## src/rtl/gww_pkg.sv

```systemverilog
// Shared types, constants and helpers for the greedy word wrap unit.
package gww_pkg;

   // Sizes and limits
   localparam int MaxLineDef = 60;
   localparam int LenW       = 6;
   localparam int ChW        = 8;
   localparam int MaxResults = 63;
   localparam int Indent     = 3;
   localparam int MinWidth   = 4;
   localparam int WidthReset = 60;

   // Character codes
   localparam logic [ChW-1:0] CharTab   = 8'd9;
   localparam logic [ChW-1:0] CharNl    = 8'd10;
   localparam logic [ChW-1:0] CharSpace = 8'h20;
   localparam logic [ChW-1:0] CharLowA  = 8'h61;
   localparam logic [ChW-1:0] CharLowZ  = 8'h7a;
   localparam logic [ChW-1:0] CharUpA   = 8'h41;
   localparam logic [ChW-1:0] CharUpZ   = 8'h5a;

   // Sequencer states; also select what goes into the result register
   typedef enum logic [2:0] {
      S_IDLE,
      S_TAB,
      S_NL1,
      S_WORD,
      S_NL2,
      S_CHR,
      S_ERR
   } state_type;

   // Which results one request produces
   typedef struct packed {
      logic tab;
      logic nl1;
      logic word;
      logic nl2;
      logic chr;
      logic err;
   } plan_type;

   // Datapath to controller
   typedef struct packed {
      logic     accepted;
      logic     out_free;
      logic     word_last;
      logic     halted;
      plan_type plan_new;
      plan_type plan;
   } status_type;

   // Controller to datapath
   typedef struct packed {
      logic      take;
      logic      emit;
      logic      last;
      state_type sel;
   } cmd_type;

   function automatic logic is_letter(input logic [ChW-1:0] c);
      return (c >= CharLowA && c <= CharLowZ) || (c >= CharUpA && c <= CharUpZ);
   endfunction

endpackage

```

## src/rtl/gww_if.sv

```systemverilog
// Valid/ready channel interfaces for requests, results and the width register.
interface gww_req_if import gww_pkg::*; ();
   logic           valid;
   logic           ready;
   logic [ChW-1:0] ch;

   modport source (output valid, output ch, input ready);
   modport sink   (input valid, input ch, output ready);
endinterface

interface gww_rsp_if import gww_pkg::*; ();
   logic           valid;
   logic           ready;
   logic [ChW-1:0] out_char;
   logic           is_error;
   logic           last;

   modport source (output valid, output out_char, output is_error, output last, input ready);
   modport sink   (input valid, input out_char, input is_error, input last, output ready);
endinterface

interface gww_csr_if import gww_pkg::*; ();
   logic            valid;
   logic            ready;
   logic [LenW-1:0] line_width;

   modport source (output valid, output line_width, input ready);
   modport sink   (input valid, input line_width, output ready);
endinterface

```

## src/rtl/gww_ctrl.sv

```systemverilog
// Sequencer that steps through the results of one request.
module gww_ctrl import gww_pkg::*; (
   input  logic       clock,
   input  logic       reset,
   input  status_type stat,
   output cmd_type    cmd
);

   localparam int CntW = $clog2(MaxResults + 1);

   state_type       state_ff, state_in;
   logic [CntW-1:0] cnt_ff, cnt_in;
   logic            more;
   logic            last;
   logic            emit;

   // First pending result among the later kinds
   function automatic state_type first_of(input logic nl1, input logic word,
                                          input logic nl2, input logic chr);
      if (nl1)       return S_NL1;
      else if (word) return S_WORD;
      else if (nl2)  return S_NL2;
      else if (chr)  return S_CHR;
      else           return S_IDLE;
   endfunction

   // Outputs
   always_comb begin
      unique case (state_ff)
         S_TAB:   more = stat.plan.nl1 | stat.plan.word | stat.plan.nl2 | stat.plan.chr;
         S_NL1:   more = stat.plan.word | stat.plan.nl2 | stat.plan.chr;
         S_WORD:  more = !stat.word_last | stat.plan.nl2 | stat.plan.chr;
         S_NL2:   more = stat.plan.chr;
         default: more = 1'b0;
      endcase
      // result overflow: the last one allowed closes the request
      last     = !more || (cnt_ff == CntW'(MaxResults - 1));
      emit     = (state_ff != S_IDLE) && stat.out_free;
      cmd.take = (state_ff == S_IDLE);
      cmd.emit = emit;
      cmd.last = last;
      cmd.sel  = state_ff;
   end

   // Next state
   always_comb begin
      state_in = state_ff;
      unique case (state_ff)
         S_IDLE: begin
            if (stat.accepted) begin
               if (stat.plan_new.err)      state_in = S_ERR;
               else if (stat.plan_new.tab) state_in = S_TAB;
               else state_in = first_of(stat.plan_new.nl1, stat.plan_new.word,
                                        stat.plan_new.nl2, stat.plan_new.chr);
            end
         end
         S_TAB: begin
            if (emit) state_in = last ? S_IDLE :
               first_of(stat.plan.nl1, stat.plan.word, stat.plan.nl2, stat.plan.chr);
         end
         S_NL1: begin
            if (emit) state_in = last ? S_IDLE :
               first_of(1'b0, stat.plan.word, stat.plan.nl2, stat.plan.chr);
         end
         S_WORD: begin
            if (emit) begin
               if (last)                 state_in = S_IDLE;
               else if (!stat.word_last) state_in = S_WORD;
               else state_in = first_of(1'b0, 1'b0, stat.plan.nl2, stat.plan.chr);
            end
         end
         S_NL2: begin
            if (emit) state_in = last ? S_IDLE : S_CHR;
         end
         S_CHR, S_ERR: begin
            if (emit) state_in = S_IDLE;
         end
         default: state_in = S_IDLE;
      endcase
   end

   // Result counter per request
   always_comb begin
      cnt_in = cnt_ff;
      if (stat.accepted) cnt_in = '0;
      else if (emit)     cnt_in = cnt_ff + 1'b1;
   end

   always_ff @(posedge clock) begin
      if (reset) begin
         state_ff <= S_IDLE;
         cnt_ff   <= '0;
      end else begin
         state_ff <= state_in;
         cnt_ff   <= cnt_in;
      end
   end

endmodule

```

## src/rtl/gww_dp.sv

```systemverilog
// Datapath: line state, word buffer memory, width register and result register.
module gww_dp import gww_pkg::*; #(
   parameter int MaxLine = MaxLineDef
) (
   input  logic          clock,
   input  logic          reset,
   gww_req_if.sink       req,
   gww_rsp_if.source     rsp,
   gww_csr_if.sink       csr,
   input  cmd_type       cmd,
   output status_type    stat
);

   localparam int AddrW = $clog2(MaxLine);
   localparam logic [LenW-1:0] MaxLen = LenW'(MaxLine);

   // Architectural state
   logic [LenW-1:0] lw_ff;
   logic            started_ff, started_in;
   logic            halted_ff, halted_in;
   logic            prev_ff, prev_in;
   logic [LenW-1:0] wl_ff, wl_in;
   logic [LenW-1:0] col_ff, col_in;

   // Per-request emission state
   plan_type        plan_ff;
   logic [ChW-1:0]  ch_ff;
   logic [LenW-1:0] emit_len_ff;
   logic [LenW-1:0] idx_ff, idx_in;

   // Word buffer
   logic [ChW-1:0]  mem [MaxLine];
   logic [ChW-1:0]  rd_data_ff;

   // Result register
   logic            rsp_valid_ff;
   logic [ChW-1:0]  out_char_ff;
   logic            is_error_ff;
   logic            last_ff;

   logic            acc, skip, letter, is_space, err, wrap, fit;
   logic [LenW-1:0] w, base, col_a, col_fin;
   logic [LenW:0]   sum;
   plan_type        plan_new;

   assign csr.ready = 1'b1;
   assign req.ready = cmd.take;

   // Effective line width, saturated into the legal range
   always_comb begin
      if (lw_ff < LenW'(MinWidth)) w = LenW'(MinWidth);
      else if (lw_ff > MaxLen)     w = MaxLen;
      else                         w = lw_ff;
   end

   // Decode the incoming request and its column arithmetic
   always_comb begin
      acc      = cmd.take && req.valid;
      skip     = halted_ff || (req.ch == CharNl);
      letter   = is_letter(req.ch);
      is_space = (req.ch == CharSpace);
      base     = started_ff ? col_ff : LenW'(Indent);
      err      = prev_ff && (wl_ff > w);
      sum      = {1'b0, base} + {1'b0, wl_ff};
      wrap     = prev_ff && (sum > {1'b0, w});
      if (!prev_ff)  col_a = base;
      else if (wrap) col_a = wl_ff;
      else           col_a = sum[LenW-1:0];
      fit      = col_a < w;
      if (fit)           col_fin = col_a + 1'b1;
      else if (is_space) col_fin = col_a;
      else               col_fin = LenW'(1);
   end

   // Results this request will produce
   always_comb begin
      plan_new = '0;
      if (!skip) begin
         plan_new.tab = !started_ff;
         if (!letter) begin
            if (err) begin
               plan_new.tab = 1'b0;
               plan_new.err = 1'b1;
            end else begin
               plan_new.nl1  = wrap;
               plan_new.word = prev_ff;
               plan_new.nl2  = !fit && !is_space;
               plan_new.chr  = fit || !is_space;
            end
         end
      end
   end

   // Next line state on an accepted request
   always_comb begin
      started_in = started_ff;
      halted_in  = halted_ff;
      prev_in    = prev_ff;
      wl_in      = wl_ff;
      col_in     = col_ff;
      if (acc && !skip) begin
         started_in = 1'b1;
         if (letter) begin
            if (wl_ff <= MaxLen) wl_in = wl_ff + 1'b1;
            prev_in = 1'b1;
            col_in  = base;
         end else if (err) begin
            halted_in = 1'b1;
            wl_in     = '0;
            prev_in   = 1'b0;
         end else begin
            col_in  = col_fin;
            wl_in   = '0;
            prev_in = 1'b0;
         end
      end
   end

   // Word index; read address runs one ahead while the word goes out
   always_comb begin
      idx_in = idx_ff;
      if (acc)                               idx_in = '0;
      else if (cmd.emit && cmd.sel == S_WORD) idx_in = idx_ff + 1'b1;
   end

   always_ff @(posedge clock) begin
      if (reset) begin
         lw_ff      <= LenW'(WidthReset);
         started_ff <= 1'b0;
         halted_ff  <= 1'b0;
         prev_ff    <= 1'b0;
         wl_ff      <= '0;
         col_ff     <= '0;
         plan_ff    <= '0;
      end else begin
         if (csr.valid) lw_ff <= csr.line_width;
         started_ff <= started_in;
         halted_ff  <= halted_in;
         prev_ff    <= prev_in;
         wl_ff      <= wl_in;
         col_ff     <= col_in;
         if (acc) plan_ff <= plan_new;
      end
   end

   // Request payload kept for the emission sequence
   always_ff @(posedge clock) begin
      idx_ff <= idx_in;
      if (acc) begin
         ch_ff       <= req.ch;
         emit_len_ff <= wl_ff;
      end
   end

   // Word buffer memory
   always_ff @(posedge clock) begin
      if (acc && !skip && letter && wl_ff < MaxLen) mem[wl_ff[AddrW-1:0]] <= req.ch;
   end

   always_ff @(posedge clock) begin
      if (idx_in < MaxLen) rd_data_ff <= mem[idx_in[AddrW-1:0]];
   end

   // Result register
   always_ff @(posedge clock) begin
      if (reset) begin
         rsp_valid_ff <= 1'b0;
      end else if (cmd.emit) begin
         rsp_valid_ff <= 1'b1;
      end else if (rsp.ready) begin
         rsp_valid_ff <= 1'b0;
      end
   end

   always_ff @(posedge clock) begin
      if (cmd.emit) begin
         unique case (cmd.sel)
            S_TAB:         out_char_ff <= CharTab;
            S_NL1, S_NL2:  out_char_ff <= CharNl;
            S_WORD:        out_char_ff <= rd_data_ff;
            S_CHR:         out_char_ff <= ch_ff;
            default:       out_char_ff <= '0;
         endcase
         is_error_ff <= (cmd.sel == S_ERR);
         last_ff     <= cmd.last;
      end
   end

   assign rsp.valid    = rsp_valid_ff;
   assign rsp.out_char = out_char_ff;
   assign rsp.is_error = is_error_ff;
   assign rsp.last     = last_ff;

   // Status to the sequencer
   always_comb begin
      stat.accepted  = acc;
      stat.out_free  = !rsp_valid_ff || rsp.ready;
      stat.word_last = (idx_ff + 1'b1) == emit_len_ff;
      stat.halted    = halted_ff;
      stat.plan_new  = plan_new;
      stat.plan      = plan_ff;
   end

endmodule

```

## src/rtl/greedy_word_wrap_unit.sv

```systemverilog
// Greedy word wrap: wraps a byte stream into lines of at most line_width (4..MaxLine) columns.
// A letter gives no result (the first byte that is not a newline adds a tab).
// A word end gives one result per cycle while the output is free: optional newline, the
// buffered word from the word memory one byte a cycle, optional newline, optional character.
// The next request is taken as soon as the last result is in the output register.
// Reset is synchronous: line state clears, line_width returns to 60, word memory is not cleared.
module greedy_word_wrap_unit import gww_pkg::*; #(
   parameter int MaxLine = MaxLineDef
) (
   input  logic      clock,
   input  logic      reset,
   gww_req_if.sink   req,
   gww_rsp_if.source rsp,
   gww_csr_if.sink   csr
);

   cmd_type    cmd;
   status_type stat;

   gww_ctrl u_ctrl (
      .clock (clock),
      .reset (reset),
      .stat  (stat),
      .cmd   (cmd)
   );

   gww_dp #(.MaxLine(MaxLine)) u_dp (
      .clock (clock),
      .reset (reset),
      .req   (req),
      .rsp   (rsp),
      .csr   (csr),
      .cmd   (cmd),
      .stat  (stat)
   );

   // An error result is alone and carries a zero byte
   a_err_last: assert property (@(posedge clock) disable iff (reset)
      rsp.valid && rsp.is_error |-> rsp.last && rsp.out_char == '0)
      else $error("error result not final");

   // A newline request produces nothing
   a_nl_quiet: assert property (@(posedge clock) disable iff (reset)
      req.valid && req.ready && req.ch == CharNl |=> cmd.sel == S_IDLE)
      else $error("newline request started a sequence");

   // A halted block plans no results
   a_halt_quiet: assert property (@(posedge clock) disable iff (reset)
      stat.halted |-> stat.plan_new == '0)
      else $error("halted block planned results");

endmodule
```

## src/flat_wrapper.sv

```systemverilog
// flat-port wrapper written by rule: the top's interface ports become plain ports
module greedy_word_wrap_unit_flat import gww_pkg::*;
#(
   parameter int MaxLine = MaxLineDef
)
  (clock, reset, req_valid, req_ch, req_ready, rsp_valid, rsp_out_char, rsp_is_error, rsp_last, rsp_ready, csr_valid, csr_line_width, csr_ready);
  gww_req_if req_i ();
  gww_rsp_if rsp_i ();
  gww_csr_if csr_i ();
  input  logic clock;
  input  logic reset;
  input wire logic [$bits(req_i.valid)-1:0] req_valid;
  input wire logic [$bits(req_i.ch)-1:0] req_ch;
  output wire logic [$bits(req_i.ready)-1:0] req_ready;
  output wire logic [$bits(rsp_i.valid)-1:0] rsp_valid;
  output wire logic [$bits(rsp_i.out_char)-1:0] rsp_out_char;
  output wire logic [$bits(rsp_i.is_error)-1:0] rsp_is_error;
  output wire logic [$bits(rsp_i.last)-1:0] rsp_last;
  input wire logic [$bits(rsp_i.ready)-1:0] rsp_ready;
  input wire logic [$bits(csr_i.valid)-1:0] csr_valid;
  input wire logic [$bits(csr_i.line_width)-1:0] csr_line_width;
  output wire logic [$bits(csr_i.ready)-1:0] csr_ready;
  assign req_i.valid = req_valid;
  assign req_i.ch = req_ch;
  assign req_ready = req_i.ready;
  assign rsp_valid = rsp_i.valid;
  assign rsp_out_char = rsp_i.out_char;
  assign rsp_is_error = rsp_i.is_error;
  assign rsp_last = rsp_i.last;
  assign rsp_i.ready = rsp_ready;
  assign csr_i.valid = csr_valid;
  assign csr_i.line_width = csr_line_width;
  assign csr_ready = csr_i.ready;
  greedy_word_wrap_unit #(.MaxLine(MaxLine)) u_core (.clock(clock), .reset(reset), .req(req_i), .rsp(rsp_i), .csr(csr_i));
endmodule
```

## config.mk

```make
export PLATFORM = sky130hd
export DESIGN_NAME = greedy_word_wrap_unit_flat
export DESIGN_NICKNAME = d
export VERILOG_FILES = /design/src/rtl/gww_pkg.sv /design/src/rtl/gww_if.sv /design/src/rtl/gww_ctrl.sv /design/src/rtl/gww_dp.sv /design/src/rtl/greedy_word_wrap_unit.sv /design/src/flat_wrapper.sv
export SDC_FILE = /design/constraint.sdc
export NUM_CORES = 1
export LEC_CHECK = 0
export ABC_AREA = 1
export BUFFER_PORTS_ARGS = -buffer_cell sky130_fd_sc_hd__buf_2
export CAP_MARGIN = 20
export CORE_MARGIN = 3
export CORE_UTILIZATION = 60
export DETAILED_ROUTE_END_ITERATION = 8
export GPL_ROUTABILITY_DRIVEN = 0
export HOLD_SLACK_MARGIN = 0.15
export PLACE_DENSITY = 0.82
export SETUP_SLACK_MARGIN = 0.05
export SYNTH_ARGS = -nofsm -noshare
export SYNTH_HDL_FRONTEND = slang
export SYNTH_SLANG_ARGS = --single-unit
export TNS_END_PERCENT = 100
```

## constraint.sdc

```tcl
create_clock -name clock -period 6 [get_ports clock]
set_input_delay 0.6 -clock clock [delete_from_list [all_inputs] [get_ports clock]]
set_output_delay 0.6 -clock clock [all_outputs]
set_load 0.01 [all_outputs]
```

==> results of run 1 <==
-- per-layer routing --
layer | routed length (µm) | vias to the layer above
li1 | - | 7186
met1 | 21400 | 7899
met2 | 27900 | 1047
met3 | 6240 | 173
met4 | 2450 | 0
met5 | 0 | -
-- per-stage QoR --
step                setup WS [ps]  hold slack [ps]
detailed placement           1030              453
CTS                          1020              220
global route                  391              241
finish                        950              239
floorplan                    1800              409
global placement             1320              442
-- worst min-delay path by stage --
stage	to
5_1_grt	u_core.u_dp.lw_ff[5]
3_5_place_dp	u_core.u_dp.halted_ff
2_1_floorplan	u_core.u_dp.emit_len_ff[2]
3_3_place_gp	u_core.u_dp.halted_ff
6_report	u_core.u_dp.lw_ff[3]
4_1_cts	u_core.u_dp.lw_ff[3]
-- area by class of cell --
type | instances | share of cell area (%)
clock buffer | 67 | 5.48
timing repair buffer | 52 | 1.46
inverter | 83 | 1.24
sequential | 553 | 63.4
multi-input combinational | 1218 | 24.6
tap | 511 | 2.50
clock inverter | 31 | 1.31
-- flip-flops by register name, indices dropped and copies added (netlist names) --
| register | count |
|---|---|
| u_core.u_dp.lw_ff | 6 |
| u_core.u_dp.started_ff | 1 |
| u_core.u_ctrl.state_ff | 3 |
| u_core.u_dp.halted_ff | 1 |
| u_core.u_dp.idx_ff | 6 |
| u_core.u_ctrl.cnt_ff | 6 |
| u_core.u_dp.mem | 480 |
| u_core.u_dp.rsp.out_char | 8 |
| u_core.u_dp.rsp.last | 1 |
| u_core.u_dp.rsp.valid | 1 |
| u_core.u_dp.prev_ff | 1 |
| u_core.u_dp.emit_len_ff | 6 |
| u_core.u_dp.stat | 4 |
| u_core.u_dp.ch_ff | 8 |
| u_core.u_dp.rsp.is_error | 1 |
| u_core.u_dp.wl_ff | 6 |
| u_core.u_dp.col_ff | 6 |
| u_core.u_dp.rd_data_ff | 8 |
-- report_power, final --
group | switching (mW) | total (mW) | internal, mW
clock network | 1.39 | 3.34 | 1.95
logic | 0.311 | 0.434 | 0.123
registers | 0.0355 | 4.30 | 4.26
total | 1.73 | 8.07 | 6.33
-- cell families after synthesis --
| family | after synthesis |
|---|---|
| and+or+nand+nor | 650 |
| other | 1 |
| buffers and inverters | 187 |
| AOI/OAI and AO/OA | 527 |
| adders and majority gates | 26 |
| DFF | 553 |
| xor gates and xnor gates | 14 |
-- synth_stat cells (2+ instances only) --
master    number
nor2_8         2
o22ai_1       93
nor2_2         7
xnor2_1        9
buf_2         43
o21ai_1       20
inv_1         68
xor2_1         5
dfxtp_1       41
a22o_1         5
a211oi_1       2
a21oi_1       58
inv_2         14
nand4_1       10
o211ai_1      36
nor4_1         6
nor3_1         8
nand2_4        2
nand2_2       10
o221ai_1      27
nand3_1       83
ha_1          25
nor3b_1        2
nor2_4         5
buf_6          5
nand3_2        3
buf_4          5
a21oi_2        3
o21ai_0      263
a32o_1         2
nor2_1       352
o21ai_2        4
clkbuf_1      49
edfxtp_1     512
or2_2          3
nand2_1      150
nand3b_1       4
a31oi_1        5
-- critical path, delay by kind of cell (launching register included) --
kind	cells	cell delay, ps
AO/OA/AOI/OAI	8	1290
XOR/XNOR	1	150
adder cells (fa/ha/maj)	3	920
buffers and inverters	5	550
flip-flops	1	550
AND/OR/NAND/NOR	15	1540
==> impl_metrics.csv, run 1 <==
group,metric,value,unit
run_status,status,"complete, no violations",
clock_tree,cts_root_buffer,"clkbuf_16",
worst_setup_path,crit_path_max_fanout,9,
synthesis,netlist_instances,1958,
sta,fmax,0.198,GHz
global_route,grt.busiest_layer,"met2",
clock_tree,tritoncts,"yes",
clock_tree,cts_inserted_buffers,52,
cells_and_area,seq_area,16200,µm²
cells_and_area,diodes,0,
global_route,grt_use_met2,44.9,%
cells_and_area,nFillCells,2591,
clock_tree,clkLatencyLatePin,580,ps
synthesis,synthAdderAreaFrac,1.43,%
sta,rsz0062_at_grt,"false",
synthesis,syn_avg_cell_area,11.9,µm²
synthesis,synthArstFlopShare,0,%
sta,fin_skew,17.4,ps
detailed_routing,routed_via_density,6.48,
cells_and_area,syn_to_final_growth,9.65,%
cells_and_area,design_area,25500,µm²
die,die_h,203,µm
place,place_hpwl,33200,µm
synthesis,synth-edff-count,512,
worst_setup_path,slowest_stage,"dfxtp_1",
synthesis,seq_area_frac_synth,69.5,%
job,maxCapViolCount,0,
die,core,37900,µm²
cells_and_area,multi_input_area,6290,µm²
global_route,overflow,0,
cells_and_area,nNetsFinal,2005,
global_route,grtUsageMet1,37.2,%
detailed_routing,vias,16300,
worst_setup_path,worstReg2RegStart,"u_core.u_dp.started_ff",
synthesis,synthMuxAreaShare,0,%
global_route,grt_pass1_wl,88500,µm
cells_and_area,layout_common_cells,"edfxtp_1 (512), nor2_1 (352), o21ai_0 (263)",
sta,finalSetupTns,0,ps
place,dp_cells,2415,
synthesis,ys_warn_count,0,
detailed_routing,antenna_left,0,
synthesis,synth-seq-cells,553,
die,rows,71,
synthesis,synth_top_family_by_area,"compound AO/OA/AOI/OAI gates",
sta,worst_pin_slew,899,ps
power,power,8.07,mW
global_route,grt_usage,27.7,%
die,die_area,41200,µm²
synthesis,synth.area.top_cells,"edfxtp_1 (66%), nor2_1 (5.7%), o21ai_0 (5.6%)",
worst_setup_path,cp-start-kind,"flop",
synthesis,synthesis.area,23300,µm²
place,port-buffer-count,30,
cells_and_area,drive_gt1_share,9.18,%
detailed_routing,drt_iter0_drc,2306,
detailed_routing,totalWireLength,58000,µm
power,leakagePower,8.54,nW
sta,finalSetupViolCount,0,
clock_tree,post_cts_buffers,0,
die,start_util,61.4,%
clock_tree,htreeDepth,2,
worst_setup_path,critPathRequiredTime,6510,ps
power,ir_worst_vdd,203,µV
die,die_w,203,µm
synthesis,synth.top_cell.area_share,66.0,%
worst_setup_path,critPathKind,"flop to flop",
global_route,antenna_found_initial,0,
detailed_routing,post-route-drc-count,0,
die,ios,32,
synthesis,synthFlopType,"edfxtp_1",
worst_setup_path,r2r_slack,950,ps
clock_tree,clkSinkCount,553,
global_route,grt_max_degree,188,
worst_hold_path,hp-class,"input port to flop",
worst_setup_path,reg2reg_depth,32,
sta,fin_crit,5050,ps
clock_tree,postCtsHoldBufs,0,
synthesis,yosysTopAreaCell,"edfxtp_1",
clock_tree,cts_resized,0,
worst_setup_path,critPathCapture,"u_core.u_dp.col_ff[2]",
worst_setup_path,timing.rr.end,"u_core.u_dp.col_ff[2]",
synthesis,syn_nets,2003,
sta,hold_viol,0,
worst_hold_path,min_from,"csr_line_width[3]",
synthesis,synthXorXnorAreaFrac,0.526,%
sta,drv_slew,0,
cells_and_area,fin_util,67.4,%
worst_setup_path,critPathMostFrequentCell,"nand2_1",
synthesis,ys_types,55,
sta,worst_slew_margin_rel,39.8,%
power,power.density,316,nW/µm²
clock_tree,path_clk_slew,60,ps
global_route,grt_pass1_vias,15700,
worst_setup_path,critPathMaxStageDelay,550,ps
synthesis,synth-compound-area-share,13.1,%
sta,fin_crit_sh,84.2,%
detailed_routing,routedWlPerCell,23.0,µm
cells_and_area,layout_commonest_cell,"edfxtp_1",
synthesis,synthSimpleGateAreaFrac,12.0,%
place,dpl-instance-area,23800,µm²
detailed_routing,dr.pass1.iters,8,
worst_setup_path,crit_arrival,5560,ps
worst_hold_path,hold_depth,3,
worst_setup_path,startpoint,"u_core.u_dp.started_ff",
cells_and_area,finalNonFillerCells,2515,
global_route,gr-usage-met3,5.50,%
worst_setup_path,worstSetupEndpointType,"flop",
clock_tree,clockBufferDepth,3,
Power figures use the tool's default switching activity.
==> run 2, diff against run 1 <==
CORE_UTILIZATION = 57   (was 60)
clock period = 4.5 ns   (was 6 ns; I/O delays follow)
==> run 2 against run 1 <==
  * Count of clock-buffer cells in the layout grew 2
  * Sequential power grew 33%
  * Combinational power grew 48%
  * Core utilization shrank 1.8 points
  * Clock skew grew 1.3 ps
  * Via count grew 1.4%
  * Non-clock buffer count grew 82
  * Maximum frequency grew 15%
  * Die area grew 5.1%
  * Register-to-register slack lost 840 ps
  * Clock power grew 28%
  * Largest cell class unchanged
  * Highest routed layer is now met5
==> impl_metrics.csv, run 2 (synthesis results as in run 1) <==
group,metric,value,unit
sta,fin_crit,4390,ps
place,place_hpwl,35200,µm
cells_and_area,largest_reg_flops,480,
detailed_routing,vias,16500,
clock_tree,cts_root_buffer,"clkbuf_16",
place,pre_cts_ws,-59.9,ps
sta,fin_crit_sh,97.5,%
global_route,antenna_found_initial,2,
sta,worst_pin_slew,990,ps
worst_setup_path,crit_path_max_fanout,6,
worst_setup_path,critPathMaxStageDelay,350,ps
clock_tree,cts_inserted_buffers,52,
die,rows,73,
clock_tree,clockBufferDepth,3,
power,power.density,404,nW/µm²
cells_and_area,drive_gt1_share,13.5,%
clock_tree,clkLatencyLatePin,600,ps
die,start_util,58.1,%
global_route,grt_pass1_vias,16000,
cells_and_area,syn_to_final_growth,12.8,%
die,die_w,208,µm
clock_tree,path_clk_slew,70,ps
sta,hold_viol,0,
cells_and_area,layout_commonest_cell,"edfxtp_1",
worst_setup_path,critPathRequiredTime,5020,ps
power,leakagePower,8.96,nW
worst_setup_path,worstSetupEndpointType,"flop",
worst_setup_path,critPathKind,"flop to flop",
worst_setup_path,r2r_slack,110,ps
global_route,grt_pass1_wl,90500,µm
run_status,status,"complete, no violations",
clock_tree,clkSinkCount,553,
detailed_routing,dr_wl_met3,5840,µm
sta,fin_skew,18.8,ps
clock_tree,htreeDepth,2,
die,ios,32,
job,maxCapViolCount,0,
detailed_routing,met2_wirelength,28400,µm
cells_and_area,nNetsFinal,2087,
detailed_routing,post-route-drc-count,0,
global_route,grt_max_degree,104,
cells_and_area,nFillCells,2679,
power,ir_worst_vdd,294,µV
detailed_routing,routedWlPerCell,22.7,µm
global_route,overflow,0,
worst_setup_path,crit_arrival,4910,ps
worst_setup_path,slowest_stage,"ha_1",
cells_and_area,layout_common_cells,"edfxtp_1 (512), nor2_1 (350), o21ai_0 (259)",
detailed_routing,maxUsedRoutingLayer,"met5",
sta,finalSetupViolCount,0,
sta,fmax,0.228,GHz
place,port-buffer-count,30,
sta,setup_ws,111,ps
die,core,40100,µm²
die,die_area,43300,µm²
detailed_routing,routed_via_density,6.33,
sta,whs,191,ps
sta,finalSetupTns,0,ps
detailed_routing,drt_iter0_drc,2487,
detailed_routing,wl_met1,21900,µm
sta,worst_slew_margin_rel,33.9,%
worst_hold_path,hp-class,"input port to flop",
sta,drv_slew,0,
detailed_routing,antenna_left,0,
clock_tree,tritoncts,"yes",
detailed_routing,dr.pass1.iters,6,
detailed_routing,totalWireLength,59100,µm
worst_setup_path,cp-start-kind,"flop",
global_route,grt_usage,26.7,%
die,die_h,208,µm
[run 2: cell type report]
| cell class | count | area (µm²) | area share (%) |
|---|---|---|---|
| flip-flops and latches | 553 | 16200 | 61.6 |
| multi-input cells | 1218 | 6470 | 24.6 |
| clock buffers | 69 | 1430 | 5.43 |
| repair buffers | 134 | 996 | 3.79 |
| well taps | 525 | 657 | 2.50 |
| inverters | 83 | 322 | 1.22 |
| clock inverters | 26 | 225 | 0.856 |
| diodes | 1 | 2.50 | 0.00952 |
[run 2: path summary, 6_finish.rpt]
kind,end,depth (start not counted),start
worst min-delay path,u_core.u_dp.lw_ff[4],2,csr_valid
worst min register to register,u_core.u_dp.halted_ff,2,u_core.u_dp.halted_ff
worst max register to register,u_core.u_dp.col_ff[2],30,u_core.u_dp.started_ff
worst max-delay path,u_core.u_dp.col_ff[2],30,u_core.u_dp.started_ff
[run 2: per-layer routing]
layer | up-vias | GRT usage [%]
met3 | 199 | 4.46
met2 | 1031 | 43.6
li1 | 7346 | -
met1 | 7946 | 35.1
met4 | 4 | 13.2
met5 | - | 0
[run 2: where the power goes]
part | internal, mW | leakage (nW) | switching [mW]
combinational | 0.199 | 3.19 | 0.445
sequential | 5.68 | 4.96 | 0.0417
clock | 2.45 | 0.802 | 1.82
[run 2: per-stage QoR]
stage | area (µm²) | power [mW] | std cells | util, %
detailed placement | 24300 | 6.41 | 2494 | 60.6
global placement | 24300 | 6.39 | 2494 | 60.6
global route | 26300 | 10.9 | 2608 | 65.6
floorplan | 23300 | 6.17 | 1958 | -
finish | 26300 | 10.6 | 2609 | 65.6
CTS | 26000 | 10.6 | 2595 | 64.9
[run 2: what timing repair did]
action                     4_1_cts  5_1_grt
setup endpoints to repair        9       10
buffers inserted                 0       13
hold endpoints to repair         6        0
pin swaps                        0       23
hold buffers                     6        0
gates resized for setup          2       44
[run 2: worst max-delay path, delay by kind of cell, from the launching register on]
| family | cells | cell delay [ps] |
|---|---|---|
| adders and majority gates | 3 | 960 |
| xor gates and xnor gates | 1 | 120 |
| buffers and inverters | 4 | 300 |
| DFF | 1 | 340 |
| AOI/OAI and AO/OA | 7 | 1110 |
| and+or+nand+nor | 15 | 1450 |
